**config.mk**
```make
export PLATFORM = sky130hd
export DESIGN_NAME = clipped_state_variable_filter_top_flat
export DESIGN_NICKNAME = d
export VERILOG_FILES = /design/src/sv/svf_pkg.sv /design/src/sv/svf_if.sv /design/src/sv/clipped_state_variable_filter_top.sv /design/src/sv/svf_mul.sv /design/src/sv/svf_ctrl.sv /design/src/flat_wrapper.sv
export SDC_FILE = /design/constraint.sdc
export NUM_CORES = 1
export LEC_CHECK = 0
export ABC_AREA = 0
export BUFFER_PORTS_ARGS = -buffer_cell sky130_fd_sc_hd__buf_2
export CAP_MARGIN = 20
export CORE_UTILIZATION = 61
export CTS_BUF_LIST = sky130_fd_sc_hd__clkbuf_4
export DETAILED_ROUTE_END_ITERATION = 6
export HOLD_SLACK_MARGIN = 0.06
export PLACE_DENSITY = 0.87
export SYNTH_ARGS = -nofsm -noshare
export SYNTH_HDL_FRONTEND = slang
export SYNTH_SLANG_ARGS = --single-unit
```
**constraint.sdc**
```tcl
create_clock -name clk -period 9 [get_ports clk]
set_clock_uncertainty 0.15 [all_clocks]
set_input_delay 0.45 -clock clk [delete_from_list [all_inputs] [get_ports clk]]
set_output_delay 0.45 -clock clk [all_outputs]
set_load 0.02 [all_outputs]
```
**src/sv/svf_pkg.sv**
```systemverilog
// shared types and constants for the clipped state variable filter
`default_nettype none
package svf_pkg;

  // default number of fractional bits of the band and low state
  localparam int FRAC_BITS_DEF = 8;
  // integer bits of a sample and of each state value
  localparam int SAMPLE_W      = 8;
  // coefficient format, unsigned Q1.14
  localparam int COEF_W        = 15;
  localparam int COEF_FRAC     = 14;
  localparam logic [COEF_W-1:0] COEF_RESET = 15'd1638;

  // sequencer states
  typedef enum logic [2:0] {
    ST_IDLE,
    ST_HIGH,
    ST_MUL_HIGH,
    ST_BAND,
    ST_MUL_BAND,
    ST_LOW,
    ST_OUT
  } svf_state_t;

  // datapath controls driven by the sequencer
  typedef struct packed {
    logic load_in;
    logic do_high;
    logic mul_en;
    logic mul_sel_band;
    logic do_band;
    logic do_low;
    logic load_out;
  } svf_ctrl_t;

endpackage
`default_nettype wire

```
**src/sv/svf_if.sv**
```systemverilog
// valid/ready channel interfaces for samples, results and coefficient writes
`default_nettype none
interface svf_in_if;
  logic                                valid;
  logic                                ready;
  logic signed [svf_pkg::SAMPLE_W-1:0] sample;
  logic                                restart;
  modport source (output valid, output sample, output restart, input ready);
  modport sink   (input valid, input sample, input restart, output ready);
endinterface

interface svf_out_if;
  logic                                valid;
  logic                                ready;
  logic signed [svf_pkg::SAMPLE_W-1:0] low_out;
  logic signed [svf_pkg::SAMPLE_W-1:0] high_out;
  modport source (output valid, output low_out, output high_out, input ready);
  modport sink   (input valid, input low_out, input high_out, output ready);
endinterface

interface svf_cfg_if;
  logic                              valid;
  logic                              ready;
  logic [svf_pkg::COEF_W-1:0]        coefficient;
  modport source (output valid, output coefficient, input ready);
  modport sink   (input valid, input coefficient, output ready);
endinterface
`default_nettype wire

```
**src/sv/clipped_state_variable_filter_top.sv**
```systemverilog
// Clipped state variable filter: two-pole lowpass/highpass on 8-bit samples.
// The samples channel carries a signed sample and a restart flag; restart
// clears the band and low state before that sample is filtered. The results
// channel carries the lowpass and highpass words, each truncated toward zero
// to 8 bits. The cfg channel writes the unsigned Q1.14 frequency coefficient; it is
// always ready and should only be written while no sample is in flight.
// Each sample is worked in steps from acceptance to the result register: the two
// dependent products (high times coefficient, then new band times
// coefficient) go one after the other through a single shared multiplier,
// each with its own add-and-clip step. A new sample is accepted only once
// the last result is loaded, and the next one is taken while a finished word
// still waits in the output register. If the receiver stalls long enough
// that the output register is still full when the next result is ready, the
// sequencer waits and holds off further samples. Reset clears the state,
// empties the output register and restores the coefficient to about 0.1.
`default_nettype none
module clipped_state_variable_filter_top #(
  parameter int FRAC_BITS = svf_pkg::FRAC_BITS_DEF
) (
  input  wire logic clk,
  input  wire logic rst,
  svf_in_if.sink    samples,
  svf_out_if.source results,
  svf_cfg_if.sink   cfg
);

  localparam int W  = svf_pkg::SAMPLE_W + FRAC_BITS;
  localparam int EW = W + 2;
  localparam int PW = W + svf_pkg::COEF_W + 1;
  localparam logic signed [EW-1:0] Q_HI = {2'b00, 8'b0111_1111, {FRAC_BITS{1'b0}}};
  localparam logic signed [EW-1:0] Q_LO = {2'b11, 8'b1000_0000, {FRAC_BITS{1'b0}}};

  svf_pkg::svf_ctrl_t ctrl;

  logic [svf_pkg::COEF_W-1:0]        coef;
  logic signed [svf_pkg::SAMPLE_W-1:0] sample_q;
  logic signed [W-1:0]               band;
  logic signed [W-1:0]               low;
  logic signed [W-1:0]               high_q;
  logic signed [PW-1:0]              prod;
  logic signed [W-1:0]               mul_a;
  logic                              out_valid;
  logic signed [svf_pkg::SAMPLE_W-1:0] low_out_q;
  logic signed [svf_pkg::SAMPLE_W-1:0] high_out_q;

  logic signed [EW-1:0] high_raw;
  logic signed [EW-1:0] band_sum;
  logic signed [EW-1:0] low_sum;
  logic signed [W-1:0]  high_clip;
  logic signed [W-1:0]  band_clip;
  logic signed [W-1:0]  low_clip;
  logic signed [W-1:0]  low_adj;
  logic signed [W-1:0]  high_adj;
  logic signed [EW-1:0] prod_scaled;

  // clip an extended value to [-128, 127] in state format
  function automatic logic signed [W-1:0] clip_q(input logic signed [EW-1:0] v);
    logic signed [EW-1:0] r;
    if (v > Q_HI) begin
      r = Q_HI;
    end else if (v < Q_LO) begin
      r = Q_LO;
    end else begin
      r = v;
    end
    return r[W-1:0];
  endfunction

  // truncate toward zero: bias negatives by 2^FRAC_BITS - 1
  function automatic logic signed [W-1:0] bias_neg(input logic signed [W-1:0] v);
    logic [W-1:0] bias;
    bias = v[W-1] ? {{svf_pkg::SAMPLE_W{1'b0}}, {FRAC_BITS{1'b1}}} : '0;
    return v + $signed(bias);
  endfunction

  // coefficient register
  assign cfg.ready = 1'b1;
  always_ff @(posedge clk) begin
    if (rst) begin
      coef <= svf_pkg::COEF_RESET;
    end else if (cfg.valid) begin
      coef <= cfg.coefficient;
    end
  end

  // sequencer
  svf_ctrl u_ctrl (
    .clk      (clk),
    .rst      (rst),
    .in_valid (samples.valid),
    .in_ready (samples.ready),
    .out_busy (out_valid && !results.ready),
    .ctrl     (ctrl)
  );

  // shared multiplier, operand is high first and then the new band
  assign mul_a = ctrl.mul_sel_band ? band : high_q;

  svf_mul #(.W(W)) u_mul (
    .clk  (clk),
    .en   (ctrl.mul_en),
    .a    (mul_a),
    .coef (coef),
    .prod (prod)
  );

  // product shifted right by the coefficient fraction, floor rounding
  assign prod_scaled = prod[PW-1:svf_pkg::COEF_FRAC];

  // high, band and low arithmetic
  assign high_raw = $signed({{2{sample_q[svf_pkg::SAMPLE_W-1]}}, sample_q,
                             {FRAC_BITS{1'b0}}})
                  - $signed({{2{band[W-1]}}, band})
                  - $signed({{2{low[W-1]}}, low});
  assign band_sum = $signed({{2{band[W-1]}}, band}) + prod_scaled;
  assign low_sum  = $signed({{2{low[W-1]}}, low}) + prod_scaled;
  assign high_clip = clip_q(high_raw);
  assign band_clip = clip_q(band_sum);
  assign low_clip  = clip_q(low_sum);

  // sample capture and state updates
  always_ff @(posedge clk) begin
    if (rst) begin
      band <= '0;
      low  <= '0;
    end else begin
      if (ctrl.load_in && samples.restart) begin
        band <= '0;
        low  <= '0;
      end
      if (ctrl.do_band) begin
        band <= band_clip;
      end
      if (ctrl.do_low) begin
        low <= low_clip;
      end
    end
  end

  always_ff @(posedge clk) begin
    if (ctrl.load_in) begin
      sample_q <= samples.sample;
    end
    if (ctrl.do_high) begin
      high_q <= high_clip;
    end
  end

  // output word, both values truncated toward zero
  assign low_adj  = bias_neg(low);
  assign high_adj = bias_neg(high_q);

  always_ff @(posedge clk) begin
    if (rst) begin
      out_valid <= 1'b0;
    end else if (ctrl.load_out) begin
      out_valid <= 1'b1;
    end else if (results.ready) begin
      out_valid <= 1'b0;
    end
  end

  always_ff @(posedge clk) begin
    if (ctrl.load_out) begin
      low_out_q  <= low_adj[W-1:FRAC_BITS];
      high_out_q <= high_adj[W-1:FRAC_BITS];
    end
  end

  assign results.valid    = out_valid;
  assign results.low_out  = low_out_q;
  assign results.high_out = high_out_q;

endmodule
`default_nettype wire

```
**src/sv/svf_mul.sv**
```systemverilog
// shared signed-by-coefficient multiplier with registered product
`default_nettype none
module svf_mul #(
  parameter int W = svf_pkg::SAMPLE_W + svf_pkg::FRAC_BITS_DEF
) (
  input  wire logic                              clk,
  input  wire logic                              en,
  input  wire logic signed [W-1:0]               a,
  input  wire logic [svf_pkg::COEF_W-1:0]        coef,
  output      logic signed [W+svf_pkg::COEF_W:0] prod
);

  logic signed [svf_pkg::COEF_W:0] coef_s;

  // coefficient is unsigned, give it a zero sign bit
  assign coef_s = $signed({1'b0, coef});

  // product register
  always_ff @(posedge clk) begin
    if (en) begin
      prod <= a * coef_s;
    end
  end

endmodule
`default_nettype wire

```
**src/sv/svf_ctrl.sv**
```systemverilog
// sequencer for one filter step: high, band product, band, low product, low, word out
`default_nettype none
module svf_ctrl (
  input  wire logic               clk,
  input  wire logic               rst,
  input  wire logic               in_valid,
  output      logic               in_ready,
  input  wire logic               out_busy,
  output      svf_pkg::svf_ctrl_t ctrl
);

  svf_pkg::svf_state_t state;
  svf_pkg::svf_state_t state_next;

  // state register
  always_ff @(posedge clk) begin
    if (rst) begin
      state <= svf_pkg::ST_IDLE;
    end else begin
      state <= state_next;
    end
  end

  // next state and controls
  always_comb begin
    state_next = state;
    in_ready   = 1'b0;
    ctrl       = '0;
    case (state)
      svf_pkg::ST_IDLE: begin
        in_ready = 1'b1;
        if (in_valid) begin
          ctrl.load_in = 1'b1;
          state_next   = svf_pkg::ST_HIGH;
        end
      end
      svf_pkg::ST_HIGH: begin
        ctrl.do_high = 1'b1;
        state_next   = svf_pkg::ST_MUL_HIGH;
      end
      svf_pkg::ST_MUL_HIGH: begin
        ctrl.mul_en = 1'b1;
        state_next  = svf_pkg::ST_BAND;
      end
      svf_pkg::ST_BAND: begin
        ctrl.do_band = 1'b1;
        state_next   = svf_pkg::ST_MUL_BAND;
      end
      svf_pkg::ST_MUL_BAND: begin
        ctrl.mul_en       = 1'b1;
        ctrl.mul_sel_band = 1'b1;
        state_next        = svf_pkg::ST_LOW;
      end
      svf_pkg::ST_LOW: begin
        ctrl.do_low = 1'b1;
        state_next  = svf_pkg::ST_OUT;
      end
      svf_pkg::ST_OUT: begin
        // hold until the output register is free
        if (!out_busy) begin
          ctrl.load_out = 1'b1;
          state_next    = svf_pkg::ST_IDLE;
        end
      end
      default: begin
        state_next = svf_pkg::ST_IDLE;
      end
    endcase
  end

endmodule
`default_nettype wire

```
**src/flat_wrapper.sv**
```systemverilog
// flat-port wrapper written by rule: the top's interface ports become plain ports
module clipped_state_variable_filter_top_flat 
#(
  parameter int FRAC_BITS = svf_pkg::FRAC_BITS_DEF
)
  (clk, rst, samples_valid, samples_sample, samples_restart, samples_ready, results_valid, results_low_out, results_high_out, results_ready, cfg_valid, cfg_coefficient, cfg_ready);
  svf_in_if samples_i ();
  svf_out_if results_i ();
  svf_cfg_if cfg_i ();
  input  wire logic clk;
  input  wire logic rst;
  input wire logic [$bits(samples_i.valid)-1:0] samples_valid;
  input wire logic [$bits(samples_i.sample)-1:0] samples_sample;
  input wire logic [$bits(samples_i.restart)-1:0] samples_restart;
  output wire logic [$bits(samples_i.ready)-1:0] samples_ready;
  output wire logic [$bits(results_i.valid)-1:0] results_valid;
  output wire logic [$bits(results_i.low_out)-1:0] results_low_out;
  output wire logic [$bits(results_i.high_out)-1:0] results_high_out;
  input wire logic [$bits(results_i.ready)-1:0] results_ready;
  input wire logic [$bits(cfg_i.valid)-1:0] cfg_valid;
  input wire logic [$bits(cfg_i.coefficient)-1:0] cfg_coefficient;
  output wire logic [$bits(cfg_i.ready)-1:0] cfg_ready;
  assign samples_i.valid = samples_valid;
  assign samples_i.sample = samples_sample;
  assign samples_i.restart = samples_restart;
  assign samples_ready = samples_i.ready;
  assign results_valid = results_i.valid;
  assign results_low_out = results_i.low_out;
  assign results_high_out = results_i.high_out;
  assign results_i.ready = results_ready;
  assign cfg_i.valid = cfg_valid;
  assign cfg_i.coefficient = cfg_coefficient;
  assign cfg_ready = cfg_i.ready;
  clipped_state_variable_filter_top #(.FRAC_BITS(FRAC_BITS)) u_core (.clk(clk), .rst(rst), .samples(samples_i), .results(results_i), .cfg(cfg_i));
endmodule
```
==> impl_metrics.env, run 1 <==
export IMPL_max_freq_mhz=126.6
export IMPL_max_slew_worst_pin_slew_ns=1.071
export IMPL_cts_tree="built"
export IMPL_maxSlewViolCount=0
export IMPL_gp_congestion=0.9653
export IMPL_grt_use_total_pct=31.01
export IMPL_drt_initial_drc_count=1093
export IMPL_ant_nets=0
export IMPL_yosysSeqAreaShare_pct=16.09
export IMPL_post_route_util_pct=65.17
export IMPL_die_y_um=169.8
export IMPL_nFillCells=2111
export IMPL_worstPathRequired_ns=9.16
export IMPL_cts_clk_slew_worst_paths_ns=0.22
export IMPL_placed_cells=2222
export IMPL_grt_max_degree=26
export IMPL_finalCritPeriodShare_pct=87.79
export IMPL_synth_avg_cell_area_um2=9.239
export IMPL_max_cap_violations=0
export IMPL_rows=61
export IMPL_cts_max_level=3
export IMPL_final_cells=2263
export IMPL_coreArea_um2=27710
export IMPL_end_kind="flop"
export IMPL_synth_warnings=0
export IMPL_synthCells=1859
export IMPL_wl_mm=42.54
export IMPL_yosysUniqueCellTypes=87
export IMPL_async_flop_share_pct=0
export IMPL_critPathLaunchType="flop"
export IMPL_path_max_fanout=17
export IMPL_ys_flop_type="edfxtp_1"
export IMPL_timing_critical_path_mode_cell="fa_1"
export IMPL_start_util_pct=61.99
export IMPL_status="completed"
export IMPL_drc=0
export IMPL_critical_path_class="reg2reg"
export IMPL_arrival_ns=8.06
export IMPL_mostFrequentLayoutCells="inv_1, fa_1, nand2_1"
export IMPL_cts_buffers=9
export IMPL_die_x_um=169.8
export IMPL_dp_slack_ns=1.352
export IMPL_cts_root_buf="clkbuf_4"
export IMPL_cts_resized_gates=0
export IMPL_num_io_pins=48
export IMPL_area_growth_pct=5.129
export IMPL_ys_seq_elements=109
export IMPL_port_buffers=46
export IMPL_finalHoldViolations=0
export IMPL_layout_min_cycle_time_ns=7.901
export IMPL_synthesis_area_um2=17180
export IMPL_max_stage_delay_ns=0.68
export IMPL_insertion_delay_ns=0.54
export IMPL_hold_path_class="in2reg"
export IMPL_fin_ws_ns=1.099
export IMPL_max_slew_margin_pct=28.32
export IMPL_syn_nets=2295
export IMPL_grt_pass1_vias=14100
export IMPL_num_vias=13580
export IMPL_gr_total_overflow=0
export IMPL_synth_edf_count=58
export IMPL_clock_sinks=109
export IMPL_wl_per_cell_um=18.80
export IMPL_antenna_found_initial=2
export IMPL_final_common_cell="inv_1"
export IMPL_via_per_inst=6.000
export IMPL_hpwl_mm=34.12
export IMPL_drive_above_1_share_pct=5.679
export IMPL_setup_viol=0
export IMPL_worst_path_max_delay_cell="dfxtp_1"
export IMPL_firstDrtPassIters=6
export IMPL_crit_chain="nor3b_2 -> buf_4 -> mux2_2 -> and2_1 -> fa_1 -> inv_1 -> fa_1 -> inv_1 -> fa_1 -> fa_1 -> fa_1 -> inv_1 -> fa_1 -> inv_1 -> ha_1 -> a2111oi_0 -> o21ai_0 -> o21ai_0 -> o21ai_0 -> a211oi_1 -> o21ai_0 -> a21oi_1 -> xnor2_1"
export IMPL_clockBufferDepth=2
export IMPL_dieArea_um2=28830
export IMPL_rsz0062_at_grt="no"
export IMPL_fin_setup_tns_ns=0
export IMPL_nets=2315
export IMPL_grt_pass1_wl_mm=69.93
## registers in the layout, summed over array words and instances, names as in the netlist
name,cells
u_core.results.valid,1
u_core.results.low_out,8
u_core.u_ctrl.state,3
u_core.sample_q,8
u_core.u_mul.prod,18
u_core.band,16
u_core.high_q,16
u_core.results.high_out,8
u_core.coef,15
u_core.low,16
## worst max-delay path, delay by kind of cell (launching register included)
family,cells,cell delay [ns]
and+or+nand+nor,2,0.48
AOI/OAI and AO/OA,7,1.91
xor gates and xnor gates,1,0.09
buffers and inverters,5,0.50
DFF,1,0.68
muxes,1,0.51
adders and majority gates,7,3.34
## logic make-up (layout without fill, tap and decap cells)
family	Yosys count	count (layout)	synth area share (%)
AOI/OAI and AO/OA	306	306	12.89
xor gates and xnor gates	71	71	3.664
adders and majority gates	407	407	40.84
buffers and inverters	395	420	8.749
DFF	109	109	16.09
muxes	27	27	1.683
other	1	2	0.02183
and+or+nand+nor	543	543	16.07
## synth_stat cells (7+ instances only)
cell type  instances  share of area [%]
nand3b_1           7               0.31
nand2b_1           7               0.25
nand4_1           11               0.40
xor2_1            20                1.0
fa_1             256                 30
a22o_1            10               0.51
nor2b_1           17               0.62
a21oi_1           70                2.0
nor3_1            31               0.90
nand3_1           28               0.82
ha_1             151                 11
edfxtp_1          58                 10
nor2_1            72                1.6
o211ai_1          18               0.79
mux2_2            15               0.98
o21ai_0           43                1.3
or3_1             10               0.36
a221o_1            8               0.47
clkbuf_1          53                1.2
a211o_1           10               0.51
a21o_1            21               0.92
nor3b_1            7               0.31
and2_1           133                4.8
nand2_1          181                4.0
dfxtp_1           51                5.9
and3_1            14               0.51
mux2i_1           12               0.70
a211oi_1          21               0.92
xnor2_1           50                2.5
inv_1            330                7.2
a32o_1             8               0.47
o21a_1            15               0.66
## final timing paths
path / endpoint / cells after the start / slack [ns] / startpoint
worst max-delay path: u_core.u_mul.prod[27] / 23 / 1.10 / u_core.u_ctrl.state[2]
worst min-delay path: u_core.u_ctrl.state[0] / 3 / 0.12 / samples_valid
worst max register to register: u_core.u_mul.prod[27] / 23 / 1.10 / u_core.u_ctrl.state[2]
worst min register to register: u_core.low[0] / 1 / 0.42 / u_core.low[0]
## stage by stage
stage / hold slack, ns / cell area [um^2]
after global placement: 0.3776 / 17640
after CTS: 0.1150 / 18050
final: 0.1153 / 18060
after global routing: 0.09932 / 18060
after floorplan: 0.3140 / 17180
after detailed placement: 0.3830 / 17640
## cell type report
type	count	area (um^2)	share of cell area, %
clock buffers	9	67.56	0.3742
flip-flops and latches	109	2763	15.30
repair buffers	74	498.0	2.758
well taps	378	473.0	2.619
diodes	1	2.502	0.01386
inverters	330	1239	6.860
multi-input cells	1355	12910	71.50
clock inverters	7	103.9	0.5752
## what timing repair did
item / 4_1_cts / 5_1_grt
buffers inserted: 0 / 0
hold buffers: 23 / 0
endpoints found under the hold margin: 23 / 0
## routing by layer
layer  share of wire (%)  track usage, %  wire [um]  vias up
li1                    -               -          -     6165
met1                  39           38.99      16730     6655
met2                  48           51.62      20470      610
met3                 7.3           4.757       3118      149
met4                 5.2           16.49       2233        0
met5                   0               0          0        -
Power of run 1 is not shown: default switching activity piles up to over one toggle a cycle in this logic, so the estimate is an artifact.
==> inputs of run 2 (changes only) <==
clock period = 8.55 ns   (was 9 ns; I/O delays follow)
==> run 2 against run 1 <==
Effect of this change: via count increased by 0.60%; non-clock buffer count rose by 2; largest cell class unchanged; sequential share of layout area about the same; design area down 0.13%; maximum frequency decreased by 1.7%; worst hold slack improved by 0.023 ns; core utilization down 0.081 points; sequential cell count did not move; worst setup slack got worse by 0.59 ns; routed wire length down 0.15%; global-route usage up 0.12 points; critical path depth unchanged.
==> impl_metrics.env, run 2 (synthesis results as in run 1) <==
export IMPL_arrival_ns=8.18
export IMPL_final_common_cell="inv_1"
export IMPL_cts_buffers=9
export IMPL_nets=2317
export IMPL_fin_setup_tns_ns=0
export IMPL_cts_clk_slew_worst_paths_ns=0.18
export IMPL_grt_pass1_vias=14170
export IMPL_met2_usage_pct=52.30
export IMPL_rows=61
export IMPL_critPathLaunchType="flop"
export IMPL_finalCritPeriodShare_pct=94.01
export IMPL_layout_min_cycle_time_ns=8.038
export IMPL_port_buffers=46
export IMPL_drc=0
export IMPL_gr_total_overflow=0
export IMPL_grt_max_degree=26
export IMPL_die_x_um=169.8
export IMPL_start_util_pct=61.99
export IMPL_grt_pass1_wl_mm=70.16
export IMPL_clock_sinks=109
export IMPL_dieArea_um2=28830
export IMPL_regArea_um2=2763
export IMPL_mostFrequentLayoutCells="inv_1, fa_1, nand2_1"
export IMPL_firstDrtPassIters=5
export IMPL_nFillCells=2101
export IMPL_gp_congestion=0.9538
export IMPL_path_max_fanout=16
export IMPL_reg2reg_slack_ns=0.51
export IMPL_max_cap_violations=0
export IMPL_wl_mm=42.48
export IMPL_max_freq_mhz=124.4
export IMPL_end_kind="flop"
export IMPL_cts_max_level=3
export IMPL_clockBufferDepth=2
export IMPL_grt_busiest_layer="met2"
export IMPL_worstPathRequired_ns=8.69
export IMPL_cts_resized_gates=0
export IMPL_maxSlewViolCount=0
export IMPL_largest_reg_flops=18
export IMPL_coreArea_um2=27710
export IMPL_setup_viol=0
export IMPL_area_growth_pct=4.997
export IMPL_die_y_um=169.8
export IMPL_met1_usage_pct=39.06
export IMPL_largest_register="u_core.u_mul.prod"
export IMPL_critical_path_class="reg2reg"
export IMPL_num_vias=13660
export IMPL_num_io_pins=48
export IMPL_grt_use_total_pct=31.13
export IMPL_ant_nets=0
export IMPL_hpwl_mm=34.38
export IMPL_hold_path_class="in2reg"
export IMPL_drive_above_1_share_pct=5.726
export IMPL_status="completed"
export IMPL_max_slew_worst_pin_slew_ns=1.101
export IMPL_finalHoldViolations=0
export IMPL_wl_per_cell_um=18.76
export IMPL_antenna_found_initial=1
export IMPL_via_per_inst=6.031
export IMPL_insertion_delay_ns=0.53
export IMPL_multi_input_area_um2=12910
export IMPL_max_slew_margin_pct=26.35
export IMPL_grtUsageMet3_pct=4.128
export IMPL_cts_tree="built"
export IMPL_rsz0062_at_grt="no"
export IMPL_drt_initial_drc_count=1012
export IMPL_cts_root_buf="clkbuf_4"
run 2: changes by cell type in the layout (fill, tap and decap cells not counted):
cell | before | now
inv_8 | 2 | 1
buf_4 | 5 | 7
clkinv_4 | 0 | 2
clkinv_8 | 4 | 1
clkinv_1 | 0 | 1
inv_6 | 0 | 2
inv_12 | 1 | 0
run 2: cell type report:
cell class / count / share of cell area, %
clock inverter: 7 / 0.3677
timing repair buffer: 76 / 2.845
sequential: 109 / 15.32
inverter: 330 / 6.869
multi-input combinational: 1355 / 71.59
clock buffer: 9 / 0.3747
antenna: 1 / 0.01388
tap: 378 / 2.623
run 2: final timing paths:
path	end	cells past startpoint	from
worst min-delay path	u_core.u_ctrl.state[0]	3	samples_valid
worst min register to register	u_core.low[0]	1	u_core.low[0]
worst max register to register	u_core.u_mul.prod[25]	23	u_core.u_ctrl.state[2]
worst max-delay path	u_core.u_mul.prod[25]	23	u_core.u_ctrl.state[2]
run 2: per-stage QoR:
step	util (%)	area (um^2)	worst slack (ns)	hold WS [ns]	std cells
2_1_floorplan	-	17180	1.248	0.3140	1859
5_1_grt	65.09	18030	0.2405	0.1299	2265
3_3_place_gp	63.69	17640	0.9389	0.3658	2222
4_1_cts	65.00	18010	0.6265	0.1210	2261
6_report	65.09	18030	0.5120	0.1385	2265
3_5_place_dp	63.69	17640	0.6348	0.3805	2222
run 2: critical path, stage by stage (launching register included):
cell	delay, ns
dfxtp_1	0.66
nor3b_2	0.39
buf_4	0.32
mux2_2	0.50
and2_1	0.23
fa_1	0.54
inv_1	0.06
fa_1	0.54
inv_1	0.05
fa_1	0.52
fa_1	0.43
fa_1	0.48
inv_1	0.05
fa_1	0.47
inv_1	0.04
ha_1	0.33
a2111oi_0	0.35
o21ai_0	0.14
o21ai_0	0.13
o21ai_0	0.13
a211oi_1	0.67
o21ai_0	0.29
a21oi_1	0.25
xnor2_1	0.10
run 2: per-layer routing:
layer | vias up | share of wire [%]
met5 | - | 0
met4 | 0 | 5.5
met3 | 153 | 7.5
met2 | 627 | 48
met1 | 6705 | 39
li1 | 6176 | -
run 2: repair_timing:
item                                   CTS  global route
endpoints found under the hold margin   23             0
hold buffers                            23             0
setup buffers                            0             0
Power of run 2 is left out for the same reason.
